$ cat src/hw/rtl/rbf_pkg.sv
// ----------------------------------------------------------------------------
// rbf_pkg
// Shared types and fixed field widths for the record byte fifo with block
// drain: request modes, result status codes and the control state type.
// ----------------------------------------------------------------------------
package rbf_pkg;

    localparam int BYTE_W = 8;
    localparam int LEN_W  = 10;
    localparam int RMAX_W = 7;
    localparam int CNT_W  = 7;
    localparam int STAT_W = 3;
    localparam int MODE_W = 3;
    localparam int LVL_W  = 10;
    localparam int WIDE_W = 17;
    localparam int MAX_READ = 64;

    // request modes
    typedef enum logic [MODE_W-1:0] {
        MODE_WRITE = 3'd0,
        MODE_READ  = 3'd1,
        MODE_START = 3'd2,
        MODE_DONE  = 3'd3,
        MODE_CLEAR = 3'd4
    } mode_t;

    // result status codes
    typedef enum logic [STAT_W-1:0] {
        STAT_OK      = 3'd0,
        STAT_FULL    = 3'd1,
        STAT_BADLEN  = 3'd2,
        STAT_EMPTY   = 3'd3,
        STAT_BUSY    = 3'd4,
        STAT_REFUSED = 3'd5
    } status_t;

    // control sequencer states
    typedef enum logic {
        S_IDLE  = 1'b0,
        S_DRAIN = 1'b1
    } fsm_t;

endpackage

$ cat src/hw/rtl/rbf_ctrl.sv
// ----------------------------------------------------------------------------
// rbf_ctrl
// Request sequencer: pointer and record tracking, single-result requests,
// byte-by-byte drain of reads and block starts from the store, and the
// output register.
// ----------------------------------------------------------------------------
module rbf_ctrl #(
    parameter int BUFFER_BYTES = 1024,
    parameter int MAX_BLOCK    = 64,
    parameter int PTR_W        = 10
) (
    input  logic                        aclk,
    input  logic                        aresetn,
    // request side
    input  logic                        s_valid,
    output logic                        s_ready,
    input  logic [rbf_pkg::MODE_W-1:0]  s_mode,
    input  logic [rbf_pkg::BYTE_W-1:0]  s_in_byte,
    input  logic                        s_record_first,
    input  logic [rbf_pkg::LEN_W-1:0]   s_record_len,
    input  logic [rbf_pkg::RMAX_W-1:0]  s_read_max,
    input  logic                        s_sender_accepts,
    // result side
    output logic                        m_valid,
    input  logic                        m_ready,
    output logic [rbf_pkg::STAT_W-1:0]  m_status,
    output logic [rbf_pkg::BYTE_W-1:0]  m_out_byte,
    output logic                        m_byte_valid,
    output logic                        m_last,
    output logic [rbf_pkg::LVL_W-1:0]   m_fill_level,
    output logic [rbf_pkg::LVL_W-1:0]   m_free_bytes,
    output logic                        m_busy_res,
    // store ports
    output logic                        wr_en,
    output logic [PTR_W-1:0]            wr_addr,
    output logic [rbf_pkg::BYTE_W-1:0]  wr_data,
    output logic                        rd_en,
    output logic [PTR_W-1:0]            rd_addr,
    input  logic [rbf_pkg::BYTE_W-1:0]  rd_data
);
    import rbf_pkg::*;

    localparam logic [WIDE_W-1:0] BUF_W   = WIDE_W'(BUFFER_BYTES);
    localparam logic [WIDE_W-1:0] BLOCK_W = WIDE_W'(MAX_BLOCK);
    localparam logic [WIDE_W-1:0] READ_W  = WIDE_W'(MAX_READ);

    fsm_t               state_reg, state_next;
    logic [PTR_W-1:0]   wp_reg, wp_next;
    logic [PTR_W-1:0]   rp_reg, rp_next;
    logic               busy_reg, busy_next;
    logic [LEN_W-1:0]   left_reg, left_next;
    logic               drop_reg, drop_next;
    logic [PTR_W-1:0]   rd_addr_reg, rd_addr_next;
    logic [CNT_W-1:0]   rd_left_reg, rd_left_next;
    logic               rd_pending_reg, rd_pending_next;

    logic               m_valid_reg, m_valid_next;
    status_t            m_status_reg;
    logic [BYTE_W-1:0]  m_byte_reg;
    logic               m_bvalid_reg;
    logic               m_last_reg;
    logic [LVL_W-1:0]   m_fill_reg;
    logic [LVL_W-1:0]   m_free_reg;
    logic               m_busy_reg;

    logic               out_free;
    logic               s_fire;
    logic               single_load;
    status_t            single_status;
    logic               byte_load;

    logic [WIDE_W-1:0]  lvl_cur, free_cur, lvl_nxt, free_nxt;
    logic [WIDE_W-1:0]  rmax_cap, read_n, run_raw, run_n;
    logic [CNT_W-1:0]   read_cnt, run_cnt;

    // ring helpers
    function automatic logic [WIDE_W-1:0] level_of(input logic [PTR_W-1:0] w,
                                                   input logic [PTR_W-1:0] r);
        logic [WIDE_W-1:0] lv;
        if (w >= r) begin
            lv = WIDE_W'(w) - WIDE_W'(r);
        end else begin
            lv = WIDE_W'(w) + BUF_W - WIDE_W'(r);
        end
        return lv;
    endfunction

    function automatic logic [PTR_W-1:0] ptr_inc(input logic [PTR_W-1:0] p);
        logic [PTR_W-1:0] q;
        if (WIDE_W'(p) == BUF_W - WIDE_W'(1)) begin
            q = '0;
        end else begin
            q = p + PTR_W'(1);
        end
        return q;
    endfunction

    function automatic logic [PTR_W-1:0] ptr_add(input logic [PTR_W-1:0] p,
                                                 input logic [CNT_W-1:0] n);
        logic [WIDE_W-1:0] sum;
        sum = WIDE_W'(p) + WIDE_W'(n);
        if (sum >= BUF_W) begin
            sum = sum - BUF_W;
        end
        return sum[PTR_W-1:0];
    endfunction

    // current occupancy and burst sizes
    always_comb begin
        lvl_cur  = level_of(wp_reg, rp_reg);
        free_cur = BUF_W - lvl_cur - WIDE_W'(1);
        rmax_cap = (WIDE_W'(s_read_max) > READ_W) ? READ_W : WIDE_W'(s_read_max);
        read_n   = (rmax_cap > lvl_cur) ? lvl_cur : rmax_cap;
        read_cnt = read_n[CNT_W-1:0];
        if (wp_reg > rp_reg) begin
            run_raw = WIDE_W'(wp_reg) - WIDE_W'(rp_reg);
        end else begin
            run_raw = BUF_W - WIDE_W'(rp_reg);
        end
        run_n   = (run_raw > BLOCK_W) ? BLOCK_W : run_raw;
        run_cnt = run_n[CNT_W-1:0];
    end

    assign out_free = !m_valid_reg || m_ready;
    assign s_ready  = (state_reg == S_IDLE) && out_free;
    assign s_fire   = s_valid && s_ready;

    assign wr_addr = wp_reg;
    assign wr_data = s_in_byte;
    assign rd_addr = rd_addr_reg;

    // request sequencing
    always_comb begin
        state_next      = state_reg;
        wp_next         = wp_reg;
        rp_next         = rp_reg;
        busy_next       = busy_reg;
        left_next       = left_reg;
        drop_next       = drop_reg;
        rd_addr_next    = rd_addr_reg;
        rd_left_next    = rd_left_reg;
        rd_pending_next = rd_pending_reg;
        single_load     = 1'b0;
        single_status   = STAT_OK;
        byte_load       = 1'b0;
        wr_en           = 1'b0;
        rd_en           = 1'b0;
        case (state_reg)
            S_IDLE: begin
                if (s_fire) begin
                    single_load = 1'b1;
                    case (mode_t'(s_mode))
                        MODE_WRITE: begin
                            if (s_record_first) begin
                                left_next = '0;
                                drop_next = 1'b0;
                                if (s_record_len == '0) begin
                                    single_status = STAT_BADLEN;
                                end else begin
                                    left_next = s_record_len - LEN_W'(1);
                                    if (WIDE_W'(s_record_len) > free_cur) begin
                                        drop_next     = 1'b1;
                                        single_status = STAT_FULL;
                                    end else begin
                                        wr_en = 1'b1;
                                    end
                                end
                            end else if (left_reg == '0) begin
                                single_status = STAT_BADLEN;
                            end else begin
                                left_next = left_reg - LEN_W'(1);
                                if (drop_reg || free_cur == '0) begin
                                    single_status = STAT_FULL;
                                end else begin
                                    wr_en = 1'b1;
                                end
                            end
                            if (wr_en) begin
                                wp_next = ptr_inc(wp_reg);
                            end
                        end
                        MODE_READ: begin
                            if (lvl_cur == '0) begin
                                single_status = STAT_EMPTY;
                            end else if (read_cnt != '0) begin
                                single_load  = 1'b0;
                                rp_next      = ptr_add(rp_reg, read_cnt);
                                rd_addr_next = rp_reg;
                                rd_left_next = read_cnt;
                                state_next   = S_DRAIN;
                            end
                        end
                        MODE_START: begin
                            if (busy_reg) begin
                                single_status = STAT_BUSY;
                            end else if (lvl_cur == '0) begin
                                single_status = STAT_EMPTY;
                            end else if (!s_sender_accepts) begin
                                single_status = STAT_REFUSED;
                            end else begin
                                single_load  = 1'b0;
                                busy_next    = 1'b1;
                                rp_next      = ptr_add(rp_reg, run_cnt);
                                rd_addr_next = rp_reg;
                                rd_left_next = run_cnt;
                                state_next   = S_DRAIN;
                            end
                        end
                        MODE_DONE: begin
                            busy_next = 1'b0;
                        end
                        MODE_CLEAR: begin
                            wp_next = '0;
                            rp_next = '0;
                        end
                        default: begin
                            single_status = STAT_OK;
                        end
                    endcase
                end
            end
            S_DRAIN: begin
                // one store read a cycle, issued as the previous byte moves out
                byte_load = rd_pending_reg && out_free;
                rd_en     = (rd_left_reg != '0) && (!rd_pending_reg || byte_load);
                if (rd_en) begin
                    rd_addr_next    = ptr_inc(rd_addr_reg);
                    rd_left_next    = rd_left_reg - CNT_W'(1);
                    rd_pending_next = 1'b1;
                end else if (byte_load) begin
                    rd_pending_next = 1'b0;
                end
                if (byte_load && rd_left_reg == '0) begin
                    state_next = S_IDLE;
                end
            end
            default: begin
                state_next = S_IDLE;
            end
        endcase
    end

    // occupancy after this request, reported with every result
    always_comb begin
        lvl_nxt  = level_of(wp_next, rp_next);
        free_nxt = BUF_W - lvl_nxt - WIDE_W'(1);
    end

    assign m_valid_next = (single_load || byte_load) ? 1'b1 :
                          (m_ready ? 1'b0 : m_valid_reg);

    // control state
    always_ff @(posedge aclk) begin
        if (!aresetn) begin
            state_reg      <= S_IDLE;
            wp_reg         <= '0;
            rp_reg         <= '0;
            busy_reg       <= 1'b0;
            left_reg       <= '0;
            drop_reg       <= 1'b0;
            rd_left_reg    <= '0;
            rd_pending_reg <= 1'b0;
            m_valid_reg    <= 1'b0;
        end else begin
            state_reg      <= state_next;
            wp_reg         <= wp_next;
            rp_reg         <= rp_next;
            busy_reg       <= busy_next;
            left_reg       <= left_next;
            drop_reg       <= drop_next;
            rd_left_reg    <= rd_left_next;
            rd_pending_reg <= rd_pending_next;
            m_valid_reg    <= m_valid_next;
        end
    end

    // drain read address
    always_ff @(posedge aclk) begin
        rd_addr_reg <= rd_addr_next;
    end

    // output register payload
    always_ff @(posedge aclk) begin
        if (single_load || byte_load) begin
            m_status_reg <= byte_load ? STAT_OK : single_status;
            m_byte_reg   <= byte_load ? rd_data : '0;
            m_bvalid_reg <= byte_load;
            m_last_reg   <= byte_load ? (rd_left_reg == '0) : 1'b1;
            m_fill_reg   <= lvl_nxt[LVL_W-1:0];
            m_free_reg   <= free_nxt[LVL_W-1:0];
            m_busy_reg   <= busy_next;
        end
    end

    assign m_valid      = m_valid_reg;
    assign m_status     = m_status_reg;
    assign m_out_byte   = m_byte_reg;
    assign m_byte_valid = m_bvalid_reg;
    assign m_last       = m_last_reg;
    assign m_fill_level = m_fill_reg;
    assign m_free_bytes = m_free_reg;
    assign m_busy_res   = m_busy_reg;

`ifndef ASSERT_OFF
    // a pending store read exists only while draining
    a_pending_in_drain: assert property (@(posedge aclk) disable iff (!aresetn)
        rd_pending_reg |-> (state_reg == S_DRAIN))
        else $error("read pending outside drain");

    // every issued read is waiting for the output on the next cycle
    a_read_lands: assert property (@(posedge aclk) disable iff (!aresetn)
        rd_en |=> rd_pending_reg)
        else $error("issued read lost");

    // pointers stay inside the ring
    a_ptr_range: assert property (@(posedge aclk) disable iff (!aresetn)
        (WIDE_W'(wp_reg) < BUF_W) && (WIDE_W'(rp_reg) < BUF_W))
        else $error("pointer out of range");

    // no writes and no pointer moves while a drain runs
    a_drain_frozen: assert property (@(posedge aclk) disable iff (!aresetn)
        (state_reg == S_DRAIN) |=> ($stable(wp_reg) && $stable(rp_reg)))
        else $error("pointers moved during drain");
`endif

endmodule

$ cat config.mk
export PLATFORM = sky130hd
export DESIGN_NAME = rbf_ctrl
export DESIGN_NICKNAME = d
export VERILOG_FILES = /design/src/hw/rtl/rbf_pkg.sv /design/src/hw/rtl/rbf_ctrl.sv
export SDC_FILE = /design/constraint.sdc
export NUM_CORES = 1
export LEC_CHECK = 0
export BUFFER_PORTS_ARGS = -buffer_cell sky130_fd_sc_hd__buf_2
export CAP_MARGIN = 5
export CORE_UTILIZATION = 40
export DETAILED_ROUTE_END_ITERATION = 6
export GPL_TIMING_DRIVEN = 0
export REMOVE_ABC_BUFFERS = 1
export SETUP_SLACK_MARGIN = 0.3
export SLEW_MARGIN = 20
export SYNTH_ARGS = -nofsm -noshare
export SYNTH_HDL_FRONTEND = slang
export SYNTH_SLANG_ARGS = --single-unit
$ cat constraint.sdc
create_clock -name aclk -period 6.21 [get_ports aclk]
set_clock_uncertainty 0.15 [all_clocks]
set_input_delay 0.3105 -clock aclk [delete_from_list [all_inputs] [get_ports aclk]]
set_output_delay 0.3105 -clock aclk [all_outputs]
set_load 0.02 [all_outputs]
==> results.txt <==
* Clock tree from TritonCTS: yes
- Netlist Area Pre-Place: around 7000 um2
- Total global routing track utilization: between 20% and 30%
- Hold violation total from the final report: 0
* Critical path start-end classification: flop to flop
- The library cell used most frequently in the layout, excluding fill and tap cells, is buf_2.
- Area taken by multi-input logic gates: 5040 um2
* Layout area overhead: 23.4%
* PwrDens: 159 nW/um2
- Number of input and output port buffers inserted: just over 90
- The repair_antennas step left the layout with diodes totalling 0.
- Averaged over all synthesized cells, the footprint is ~8.5 um2.
- Synthesis inferred between 80 and 90 register bits.
- The worst register-to-register path has a depth of 29.
* Number of synthesized flops with an enable pin: 44
- Prevailing post-synth register cell: edfxtp_1
- Max transition margin: 31.7%
- The tightest min-delay check is of the input port to flop type.
- Subtracting the final worst setup slack from the clock period gives 6490 ps.
- In the final timing run, aggregate negative setup slack is -922 ps.
- Area of the core: roughly 17000 um2
- Entering global routing, the biggest net connects 40 pins.
* I/O Pins: ~110
- Worst hold path startpoint: rd_data[0]
* Number of CTS-inserted buffers: 9
* Final worst setup slack: -281 ps
* # nets final: 1050
- After detailed routing, the number of vias per cell comes to roughly 5.7.
- The netlist uses slightly above 90 different library cells.
- Setup repair after global routing missed its margin: yes
- Post-Synthesis Cells: about 840
- Yosys printed 0 warnings.
* Total global routing overflow: 0
* Number of cells in the design after placement: approximately 1100
- Wires add up to 20400 um.
* R2r endpoint: m_free_bytes[9]
- Routed WL per cell: ~17 um
- Number of remaining DRC errors: 0
- The layout has 1661 filler cells.
- Placed instance area: a little under 8000 um2
- Fraction of registers with async set or reset after synthesis: 0%
- DPL Wire Length: between 10000 and 15000 um
* Non-Filler Cell Area, Final: 8790 um2
* Run status: complete, but fails checks
- Initial Util: between 40 and 50%
- Static timing analysis puts the maximum clock frequency at about 150 MHz.
* Insertion delay to the later sink of the worst-skew pair: 360 ps
- Across the run, the number of max-cap violations was 0.
- The top cell types in the final layout, fill and taps aside, are buf_2 (91), nor2_1 (74), nand2_1 (67).
- Sequential fraction of the synthesis area: approximately 30%
* Final count of negative-setup-slack endpoints: 6
- Across the whole layout, storage elements account for around 2200 um2.
- The total count of max-transition violations in the final report was 0.
- For this block, the initial DRC count from the detailed router was ~560.
* H-tree Lvls: 3
- At the worst endpoint, the arrival time is between 6000 and 7000 ps.
- The via count of the first global-routing pass was 6063.
* Worst hold path stage count: 2
- Number of buffers on the longest clock path: 2
* Width of the die: roughly 140 um
- Kind of end point of the critical path: flop
* Number of standard-cell rows in the floorplan: 48
- Area enclosed by the die boundary: approximately 18000 um2
* Flop-to-flop setup slack: -280 ps
* Cell chosen for the clock root: clkbuf_16
- In this run the critical register-to-register path is launched from wr_addr[0].
- Fin Hold WS: 83.6 ps
* Number of antenna violations at the first check in global routing: 0
- At the end of routability-driven placement, the weighted congestion stood at around 0.86.
- Worst-path clk slew: approximately 70 ps
- Worst-Margin Slew: between 1000 and 1500 ps
- The final route contains 6665 vias.
- STA classifies the critical path startpoint as a flop.
* Failing checks: setup timing
* Number of antenna-violating nets in the routed design: 0
* Chip height: roughly 140 um
- Required time at the worst-slack endpoint: between 6000 and 7000 ps
- Clock net sink count: 86
- Before antenna repair, the detailed router went through 5 iterations.
- First-pass GRT wire length: ~32000 um
- The post-route netlist has between 20% and 30% of its cells at a drive strength greater than 1.
- For hold timing, the worst endpoint is m_out_byte[0].
- The final critical path takes up 105% of the cycle.
- Total power for the finished layout comes to ~1.4 mW.
* Peak supply drop: around 0.13 mV
- The analysis attributes to cell leakage a power of 3.47 nW.
- The count of cells in the finished layout, fillers not included, comes to roughly 1200.
- Slowest library cell on the worst path: fa_2
* Longest individual stage delay on the worst path: ~560 ps
- Along the worst path, the maximum fanout reaches 7.
layout make-up:
cell class              instances  share of cell area (%)
flip-flops and latches         86                    24.9
inverters                      62                    2.68
clock buffers                   9                    2.56
clock inverters                 7                   0.911
multi-input cells             659                    57.3
repair buffers                125                    8.48
well taps                     225                    3.20
through the flow:
| stage | setup slack (ps) | utilization [%] |
|---|---|---|
| 4_1_cts | -320 | 48.9 |
| 3_3_place_gp | -1340 | 44.1 |
| 6_report | -281 | 50.7 |
| 5_1_grt | -488 | 50.7 |
| 3_5_place_dp | -1410 | 44.4 |
| 2_1_floorplan | -385 | - |
Yosys cell counts, drive strengths merged (7+ instances only):
master,count,area (um2)
a21o,14,106
nand4,10,62.6
buf,15,111
or3,7,45.1
nand3,18,90.1
xor2,15,131
inv,62,233
and2,26,165
nand2,70,265
a21oi,66,330
nor4,10,62.6
o21bai,8,75.1
xnor2,25,219
a22oi,12,90.1
nand2b,8,50.1
nor2,83,319
o21ai,53,280
o22ai,16,100
nor2b,8,50.1
ha,61,763
nor3,21,110
a31oi,14,87.6
a211oi,8,77.6
and3,12,81.3
clkbuf,20,95.1
edfxtp,44,1320
dfxtp,42,841
cell families (layout without fill, tap and decap cells):
logic type / Yosys count / in the layout / synth area share [%]
adder cells (fa/ha/maj): 65 / 65 / 11.8
AO/OA/AOI/OAI: 253 / 253 / 24.4
AND/OR/NAND/NOR: 292 / 292 / 20.9
flip-flops: 86 / 86 / 30.3
multiplexers: 9 / 9 / 1.39
XOR/XNOR: 40 / 40 / 4.92
buffers and inverters: 97 / 203 / 6.16
worst max-delay path by stage:
| stage | start | endpoint | cells after the start |
|---|---|---|---|
| 6_report | wr_addr[0] | m_free_bytes[9] | 29 |
| 5_1_grt | wr_addr[0] | m_free_bytes[9] | 29 |
| 4_1_cts | wr_addr[0] | m_free_bytes[9] | 29 |
| 3_5_place_dp | rp_reg[1] | m_free_bytes[9] | 26 |
| 3_3_place_gp | rp_reg[1] | m_free_bytes[9] | 26 |
| 2_1_floorplan | wr_addr[0] | m_free_bytes[9] | 29 |
timing repair:
item	CTS	global route
setup buffers	24	9
endpoints found under the setup margin	23	20
pin swaps	33	38
gates resized for setup	77	46
hold buffers	0	0
routing by layer:
metal  wire [um]  vias up  part of all wire (%)  global-route usage (%)
met2        9180      220                    45                    34.7
met3        1120       38                   5.5                    4.53
met1        9510     3120                    47                    29.8
met5           0        -                     0                       0
li1            -     3287                     -                       -
met4         546        0                   2.7                    8.68
where the power goes:
| part | internal, mW | total, mW | switching (mW) |
|---|---|---|---|
| clock | 0.318 | 0.571 | 0.253 |
| combinational | 0.0748 | 0.203 | 0.128 |
| sequential | 0.611 | 0.620 | 0.00939 |
| total | 1.00 | 1.39 | 0.391 |
worst max-delay path: cells and delay by family, from the launching register on:
kind,cells,cell delay [ps]
AND/OR/NAND/NOR,4,1080
multiplexers,1,250
adder cells (fa/ha/maj),6,1780
buffers and inverters,2,100
flip-flops,1,360
XOR/XNOR,2,310
AO/OA/AOI/OAI,14,2230
Note: power is estimated with default switching activity, not from simulation.
